**src/design/mks_pkg.sv**
```systemverilog
// Shared types and constants of the 4x3 matrix keypad scanner.
// Holds the result bundle type and the key map; no dependencies.
package mks_pkg;

	localparam int unsigned ROWS_W = 4;
	localparam int unsigned COLS_W = 3;
	localparam int unsigned CODE_W = 8;
	localparam int unsigned DEB_W  = 16;

	localparam logic [DEB_W-1:0]  DEBOUNCE_RESET = 16'd1311;
	localparam logic [ROWS_W-1:0] ALL_ROWS       = 4'hF;
	localparam logic [CODE_W-1:0] KEY_NONE       = 8'h30;

	typedef struct packed {
		logic [ROWS_W-1:0] row_drive;
		logic              key_valid;
		logic [CODE_W-1:0] key_code;
	} mks_result_t;

	function automatic logic [CODE_W-1:0] key_lookup(input logic [1:0] row,
		input logic [1:0] col);
		logic [CODE_W-1:0] code;
		unique case ({row, col})
			4'b00_00: code = 8'h2A;
			4'b00_01: code = 8'h30;
			4'b00_10: code = 8'h23;
			4'b01_00: code = 8'h37;
			4'b01_01: code = 8'h38;
			4'b01_10: code = 8'h39;
			4'b10_00: code = 8'h34;
			4'b10_01: code = 8'h35;
			4'b10_10: code = 8'h36;
			4'b11_00: code = 8'h31;
			4'b11_01: code = 8'h32;
			4'b11_10: code = 8'h33;
			default:  code = KEY_NONE;
		endcase
		return code;
	endfunction

endpackage

```
**src/design/mks_fsm.sv**
```systemverilog
// Scan and debounce state machine of the keypad scanner, one step per tick.
// Depends on mks_pkg for the result type and the key map.
module mks_fsm (
	input  logic                     clk,
	input  logic                     arst_n,
	input  logic                     step_en,
	input  logic [mks_pkg::COLS_W-1:0] col_sense,
	input  logic                     cfg_we,
	input  logic [mks_pkg::DEB_W-1:0]  cfg_wdata,
	output mks_pkg::mks_result_t     result
);
	import mks_pkg::*;

	localparam logic [2:0] PH_WAIT_PRESS   = 3'd0;
	localparam logic [2:0] PH_DEB_PRESS    = 3'd1;
	localparam logic [2:0] PH_SCAN         = 3'd2;
	localparam logic [2:0] PH_HOLD_CHECK   = 3'd3;
	localparam logic [2:0] PH_WAIT_RELEASE = 3'd4;
	localparam logic [2:0] PH_DEB_RELEASE  = 3'd5;

	logic [DEB_W-1:0]  ticks_q;
	logic [2:0]        phase_q, phase_d;
	logic [DEB_W-1:0]  count_q, count_d;
	logic [1:0]        row_q, row_d;
	logic [CODE_W-1:0] key_q, key_d;
	logic [COLS_W-1:0] prev_q;
	logic              rise, fall, any_col, edge_hit, expired;
	logic [1:0]        col_idx;
	logic [DEB_W-1:0]  deb_count;

	assign rise    = |(col_sense & ~prev_q);
	assign fall    = |(prev_q & ~col_sense);
	assign any_col = |col_sense;

	always_comb begin
		priority if (col_sense[0]) begin
			col_idx = 2'd0;
		end else if (col_sense[1]) begin
			col_idx = 2'd1;
		end else begin
			col_idx = 2'd2;
		end
	end

	assign edge_hit = (phase_q == PH_DEB_RELEASE) ? fall : rise;

	always_comb begin
		expired   = 1'b0;
		deb_count = count_q - DEB_W'(1);
		priority if (edge_hit) begin
			deb_count = ticks_q;
		end else if (count_q <= DEB_W'(1)) begin
			deb_count = '0;
			expired   = 1'b1;
		end
	end

	always_comb begin
		phase_d          = phase_q;
		count_d          = count_q;
		row_d            = row_q;
		key_d            = key_q;
		result.row_drive = ALL_ROWS;
		result.key_valid = 1'b0;
		result.key_code  = '0;
		unique case (phase_q)
			PH_WAIT_PRESS: begin
				if (rise) begin
					count_d = ticks_q;
					phase_d = PH_DEB_PRESS;
				end
			end
			PH_DEB_PRESS: begin
				count_d = deb_count;
				if (expired) begin
					row_d   = '0;
					phase_d = any_col ? PH_SCAN : PH_WAIT_PRESS;
				end
			end
			PH_SCAN: begin
				result.row_drive = ROWS_W'(1) << row_q;
				if (any_col) begin
					key_d   = key_lookup(row_q, col_idx);
					phase_d = PH_HOLD_CHECK;
				end else if (row_q == 2'd3) begin
					key_d   = KEY_NONE;
					phase_d = PH_HOLD_CHECK;
				end else begin
					row_d = row_q + 2'd1;
				end
			end
			PH_HOLD_CHECK: begin
				phase_d = any_col ? PH_WAIT_RELEASE : PH_WAIT_PRESS;
			end
			PH_WAIT_RELEASE: begin
				if (fall) begin
					count_d = ticks_q;
					phase_d = PH_DEB_RELEASE;
				end
			end
			PH_DEB_RELEASE: begin
				count_d = deb_count;
				if (expired) begin
					if (!any_col) begin
						result.key_valid = 1'b1;
						result.key_code  = key_q;
						phase_d          = PH_WAIT_PRESS;
					end else begin
						phase_d = PH_WAIT_RELEASE;
					end
				end
			end
			default: begin
				phase_d = PH_WAIT_PRESS;
			end
		endcase
	end

	always_ff @(posedge clk or negedge arst_n) begin
		if (!arst_n) begin
			ticks_q <= DEBOUNCE_RESET;
		end else if (cfg_we) begin
			ticks_q <= cfg_wdata;
		end
	end

	always_ff @(posedge clk or negedge arst_n) begin
		if (!arst_n) begin
			phase_q <= PH_WAIT_PRESS;
			count_q <= '0;
			row_q   <= '0;
			key_q   <= KEY_NONE;
			prev_q  <= '0;
		end else if (step_en) begin
			phase_q <= phase_d;
			count_q <= count_d;
			row_q   <= row_d;
			key_q   <= key_d;
			prev_q  <= col_sense;
		end
	end

	a_report_on_release: assert property (@(posedge clk) disable iff (!arst_n)
		result.key_valid |-> (phase_q == PH_DEB_RELEASE) && !any_col)
		else $error("key reported outside a confirmed release");

	a_rows_in_scan: assert property (@(posedge clk) disable iff (!arst_n)
		(phase_q == PH_SCAN) |-> $onehot(result.row_drive))
		else $error("row drive not one-hot while scanning");

	a_press_arms_count: assert property (@(posedge clk) disable iff (!arst_n)
		step_en && (phase_q == PH_WAIT_PRESS) && rise
		|=> (phase_q == PH_DEB_PRESS) && (count_q == $past(ticks_q)))
		else $error("press edge did not arm the debounce count");

endmodule

```
**src/design/matrix_keypad_scanner.sv**
```systemverilog
// A transaction passes through the input register and then the result register.
// Throughput: one transaction per cycle while out_ready is high; the result register
// frees as soon as it is taken. The step logic between the two registers is one state
// update of the scan machine. Reset (arst_n low, asynchronous): waiting for a press,
// debounce period 1311 ticks, no transaction held in either register.
module matrix_keypad_scanner (
	input  logic                       clk,
	input  logic                       arst_n,
	input  logic                       in_valid,
	output logic                       in_ready,
	input  logic [mks_pkg::COLS_W-1:0] col_sense,
	output logic                       out_valid,
	input  logic                       out_ready,
	output logic [mks_pkg::ROWS_W-1:0] row_drive,
	output logic                       key_valid,
	output logic [mks_pkg::CODE_W-1:0] key_code,
	input  logic                       cfg_we,
	input  logic [mks_pkg::DEB_W-1:0]  cfg_wdata
);
	import mks_pkg::*;

	logic              valid_s1;
	logic [COLS_W-1:0] col_sense_s1;
	logic              valid_s2;
	mks_result_t       result_s2;
	mks_result_t       step_result;
	logic              advance;

	assign advance  = valid_s1 && (!valid_s2 || out_ready);
	assign in_ready = !valid_s1 || advance;

	always_ff @(posedge clk or negedge arst_n) begin
		if (!arst_n) begin
			valid_s1 <= 1'b0;
		end else if (in_ready) begin
			valid_s1 <= in_valid;
		end
	end

	always_ff @(posedge clk) begin
		if (in_valid && in_ready) begin
			col_sense_s1 <= col_sense;
		end
	end

	mks_fsm u_fsm (
		.clk       (clk),
		.arst_n    (arst_n),
		.step_en   (advance),
		.col_sense (col_sense_s1),
		.cfg_we    (cfg_we),
		.cfg_wdata (cfg_wdata),
		.result    (step_result)
	);

	always_ff @(posedge clk or negedge arst_n) begin
		if (!arst_n) begin
			valid_s2 <= 1'b0;
		end else if (advance) begin
			valid_s2 <= 1'b1;
		end else if (out_ready) begin
			valid_s2 <= 1'b0;
		end
	end

	always_ff @(posedge clk) begin
		if (advance) begin
			result_s2 <= step_result;
		end
	end

	assign out_valid = valid_s2;
	assign row_drive = result_s2.row_drive;
	assign key_valid = result_s2.key_valid;
	assign key_code  = result_s2.key_code;

	a_ready_follows_sink: assert property (@(posedge clk) disable iff (!arst_n)
		out_ready |-> in_ready)
		else $error("input stalled while the result side is ready");

endmodule
```
**config.mk**
```make
export PLATFORM = sky130hd
export DESIGN_NAME = matrix_keypad_scanner
export DESIGN_NICKNAME = d
export VERILOG_FILES = /design/src/design/mks_pkg.sv /design/src/design/mks_fsm.sv /design/src/design/matrix_keypad_scanner.sv
export SDC_FILE = /design/constraint.sdc
export NUM_CORES = 1
export LEC_CHECK = 0
export BUFFER_PORTS_ARGS = -buffer_cell sky130_fd_sc_hd__buf_2
export CAP_MARGIN = 0
export CORE_MARGIN = 8
export CORE_UTILIZATION = 38
export CTS_CLUSTER_DIAMETER = 150
export DETAILED_ROUTE_END_ITERATION = 8
export PLACE_DENSITY = 0.66
export SLEW_MARGIN = 0
export SYNTH_ARGS = -nofsm -noshare
export SYNTH_HDL_FRONTEND = slang
export SYNTH_HIERARCHICAL = 1
export SYNTH_SLANG_ARGS = --single-unit
```
**constraint.sdc**
```tcl
create_clock -name clk -period 2.5 [get_ports clk]
set_clock_uncertainty 0.15 [all_clocks]
set_input_delay 0.25 -clock clk [delete_from_list [all_inputs] [get_ports clk]]
set_output_delay 0.25 -clock clk [all_outputs]
set_load 0.01 [all_outputs]
```
==> run summary <==
=================================================================================
Outcome                                                                 completed
Number of cells on the worst reg-to-reg path                                    7
Setup TNS                                                                    0 ns
Number of port buffers                                                         38
Core Area                                                                8551 µm²
Endpoint kind of the worst setup timing path                             register
Wirelength per Cell                                                      14.59 µm
Cell area after synthesis                                                3299 µm²
Antenna violations before repair                                                0
CTS tree                                                                    built
Residual overflow from global routing                                           0
Power consumption                                                        2.896 mW
WHS Path Cells                                                                  3
Vias in the first global route                                              2,488
Max-cap violations                                                              0
Final Util                                                                 0.4712
Largest net degree at the start of global routing                              47
Area growth from synthesis to layout                                       22.11%
Clock root buffer                                                    sky130_fd_sc_hd__clkbuf_8
Clk sink count                                                                 63
Synthesized instance count                                                    300
Max-slew headroom at the worst pin                                         0.3247
Clk network pwr share                                                       0.305
Unrepaired setup endpoints after global routing                             false
Antenna violation net count after detailed routing                              0
Yosys warns                                                                     6
# H-tree levels                                                                 3
Max IR drop VDD                                                         0.4422 mV
Switching Power                                                          919.3 µW
Final count of hold timing violations                                           0
Static Leak                                                              1.611 nW
Count of inserted antenna diode cells                                           0
Detailed-route via count                                                    2,500
Post-synth ARST share                                                      0.7460
Type of the worst min-delay path                                        in -> reg
Library cell occupying the most area in the post-synthesis netlist   sky130_fd_sc_hd__dfrtp_1
Detailed-route DRC error count                                                  0
Die Area                                                               11,920 µm²
Final max-slew violation count                                                  0
Ratio of cells with drive above 1 in the final layout                      0.2984
Number of synthesized register bits                                            63
Crit path kind                                                         reg -> reg
Final weighted congestion in routability-driven placement                  0.8892
Critical hold path startpoint                                           out_ready
Total power density per cell area                                    718.8 nW/µm²
Skew-Pair Late Insertion Delay                                            0.34 ns
Minimum clock period after layout                                        2.357 ns
Count of endpoints failing setup in the final report                            0
CTS buffer count                                                                9
Highest fanout seen on the critical path                                        4
Height of the chip                                                       109.2 µm
Routed WL                                                                 7004 µm
Clock transition at the registers of the reported paths                   0.08 ns
Slew of the pin with the lowest slew margin                              1.005 ns
Cell with the most instances after synthesis                         sky130_fd_sc_hd__dfrtp_1
Final worst path period share                                              0.9428
Violation count after the first detailed-routing iteration                    146
Number of synthesized flops with an enable pin                                 16
Post-synth top flop                                                  sky130_fd_sc_hd__dfrtp_1
# rows                                                                         34
NumNets Final                                                                 397
Switching part of the total power                                          0.3175
Die span in x                                                            109.2 µm
1st-pass router iterations                                                      4
Avg Synthesized Cell Area                                               11.00 µm²
Dominant cells by area after synthesis                               sky130_fd_sc_hd__dfrtp_1 30%, sky130_fd_sc_hd__edfxtp_1 15%, sky130_fd_sc_hd__mux2_2 6.5%
Total routing resource utilization after global routing                    0.1252
Register share of total power                                               0.466
Startpoint types                                                         register
Sequential share of the synthesized area                                   0.5051
Combinational share of power                                                0.228
Achievable Freq                                                        0.4243 GHz
Worst Hold Path EP                                                   out_valid$_DFFE_PN0P_
Initial Util                                                               0.3859
Most used standard cells in the synthesized netlist                  39 x sky130_fd_sc_hd__dfrtp_1, 19 x sky130_fd_sc_hd__mux2_2, 19 x sky130_fd_sc_hd__nand2_1
Hold WS                                                                0.05367 ns
Clock tree buffer depth                                                         2
DPL Wire Length                                                           4789 µm
First-pass GRT wire length                                              11,940 µm
Critical Path AT                                                          2.42 ns
Reg-to-reg setup timing slack                                             0.14 ns
Crit path required time                                                   2.56 ns
P_int                                                                    1.976 mW
Setup bufs post-CTS                                                             0
Via/cell ratio                                                              5.208
Synth cell types                                                               63
Share of the synthesized area in the top cell type                         0.2958
Start of the worst register-to-register path                         u_fsm/count_q[0]$_DFFE_PN0P_
End of the worst register-to-register path                           u_fsm/count_q[10]$_DFFE_PN0P_
Number of top-level design ports                                               39
=================================================================================
-- critical path: stages (launching register included) --
cell and delay, ns:
sky130_fd_sc_hd__dfrtp_1 0.40, sky130_fd_sc_hd__inv_1 0.11, sky130_fd_sc_hd__ha_1 0.18, sky130_fd_sc_hd__or4b_2 0.65
sky130_fd_sc_hd__nor2_1 0.33, sky130_fd_sc_hd__nand3_1 0.12, sky130_fd_sc_hd__a31oi_1 0.19, sky130_fd_sc_hd__o211ai_1 0.10
-- layout by cell type (no fill, tap or decap), types with 5 or more instances in the layout --
cell type,count
sky130_fd_sc_hd__buf_2,38
sky130_fd_sc_hd__inv_1,18
sky130_fd_sc_hd__o21ai_0,11
sky130_fd_sc_hd__dfstp_2,8
sky130_fd_sc_hd__clkbuf_8,9
sky130_fd_sc_hd__ha_1,6
sky130_fd_sc_hd__dfrtp_1,39
sky130_fd_sc_hd__nand2b_1,12
sky130_fd_sc_hd__nand4_1,5
sky130_fd_sc_hd__nor3_1,8
sky130_fd_sc_hd__a31oi_1,12
sky130_fd_sc_hd__nor2_1,15
sky130_fd_sc_hd__a21oi_1,7
sky130_fd_sc_hd__nand3_1,13
sky130_fd_sc_hd__mux2_2,19
sky130_fd_sc_hd__nand2_1,19
sky130_fd_sc_hd__dlygate4sd3_1,21
sky130_fd_sc_hd__o221ai_1,5
sky130_fd_sc_hd__a22oi_1,5
sky130_fd_sc_hd__o211ai_1,5
sky130_fd_sc_hd__edfxtp_1,16
sky130_fd_sc_hd__buf_4,10
sky130_fd_sc_hd__and2_1,6
-- power by group through the flow --
| stage | clock, mW | sequential [mW] | combinational [mW] |
|---|---|---|---|
| after floorplan | 0 | 1.34 | 0.478 |
| after global placement | 0 | 1.36 | 0.622 |
| after detailed placement | 0 | 1.36 | 0.634 |
| after CTS | 0.910 | 1.35 | 0.660 |
| after global routing | 0.955 | 1.37 | 0.736 |
| final | 0.885 | 1.35 | 0.661 |
-- layout make-up --
type / instances / area, µm²
fillers: 793 / 4522
flip-flops and latches: 63 / 1667
multi-input cells: 204 / 1448
repair buffers: 71 / 515.5
well taps: 108 / 135.1
clock buffers: 9 / 123.9
clock inverters: 7 / 72.57
inverters: 18 / 67.56
-- per-stage QoR --
stage          area, µm²  instances  setup slack (ns)
2_1_floorplan       3303        301           0.06593
3_3_place_gp        3621        443            0.2207
3_5_place_dp        3621        443            0.1912
4_1_cts             4028        480            0.1485
5_1_grt             4029        480           0.02846
6_report            4029        480            0.1431
-- worst max path at each step --
| stage | from | end | slack [ns] | depth (start not counted) |
|---|---|---|---|---|
| 2_1_floorplan | out_valid$_DFFE_PN0P_ | u_fsm/count_q[5]$_DFFE_PN0P_ | 0.07 | 8 |
| 3_3_place_gp | u_fsm/count_q[0]$_DFFE_PN0P_ | u_fsm/count_q[14]$_DFFE_PN0P_ | 0.22 | 7 |
| 3_5_place_dp | u_fsm/count_q[0]$_DFFE_PN0P_ | u_fsm/count_q[6]$_DFFE_PN0P_ | 0.19 | 6 |
| 4_1_cts | u_fsm/count_q[0]$_DFFE_PN0P_ | u_fsm/count_q[10]$_DFFE_PN0P_ | 0.15 | 7 |
| 5_1_grt | u_fsm/count_q[0]$_DFFE_PN0P_ | u_fsm/count_q[14]$_DFFE_PN0P_ | 0.03 | 7 |
| 6_report | u_fsm/count_q[0]$_DFFE_PN0P_ | u_fsm/count_q[10]$_DFFE_PN0P_ | 0.14 | 7 |
-- registers in the layout (all words and copies together), names as in the netlist --
register       cells
u_fsm/count_q     16
key_code           8
u_fsm/prev_q       3
u_fsm/row_q        2
u_fsm/key_q        5
valid_s1           1
out_valid          1
u_fsm/ticks_q     16
u_fsm/phase_q      3
key_valid          1
col_sense_s1       3
row_drive          4
-- logic make-up after synthesis --
group	after synthesis	synth area share
AO/OA/AOI/OAI	65	0.1411
multiplexers	23	0.07698
AND/OR/NAND/NOR	107	0.1926
flip-flops	63	0.5051
adder cells (fa/ha/maj)	6	0.02275
buffers and inverters	34	0.05764
XOR/XNOR	1	0.002655
other	1	0.001137
-- routing by layer --
metal	GRT usage	wire length, µm	vias up
li1	-	-	1232
met1	0.1604	3289	1207
met2	0.1928	3273	53
met3	0.02660	312	8
met4	0.07040	129	0
met5	0	0	-
-- repair_timing --
item	4_1_cts	5_1_grt
endpoints found under the setup margin	0	1
hold buffers	21	0
hold endpoints to repair	59	0
resized for setup	0	1
No activity file was read; power rests on OpenSTA's default activity.
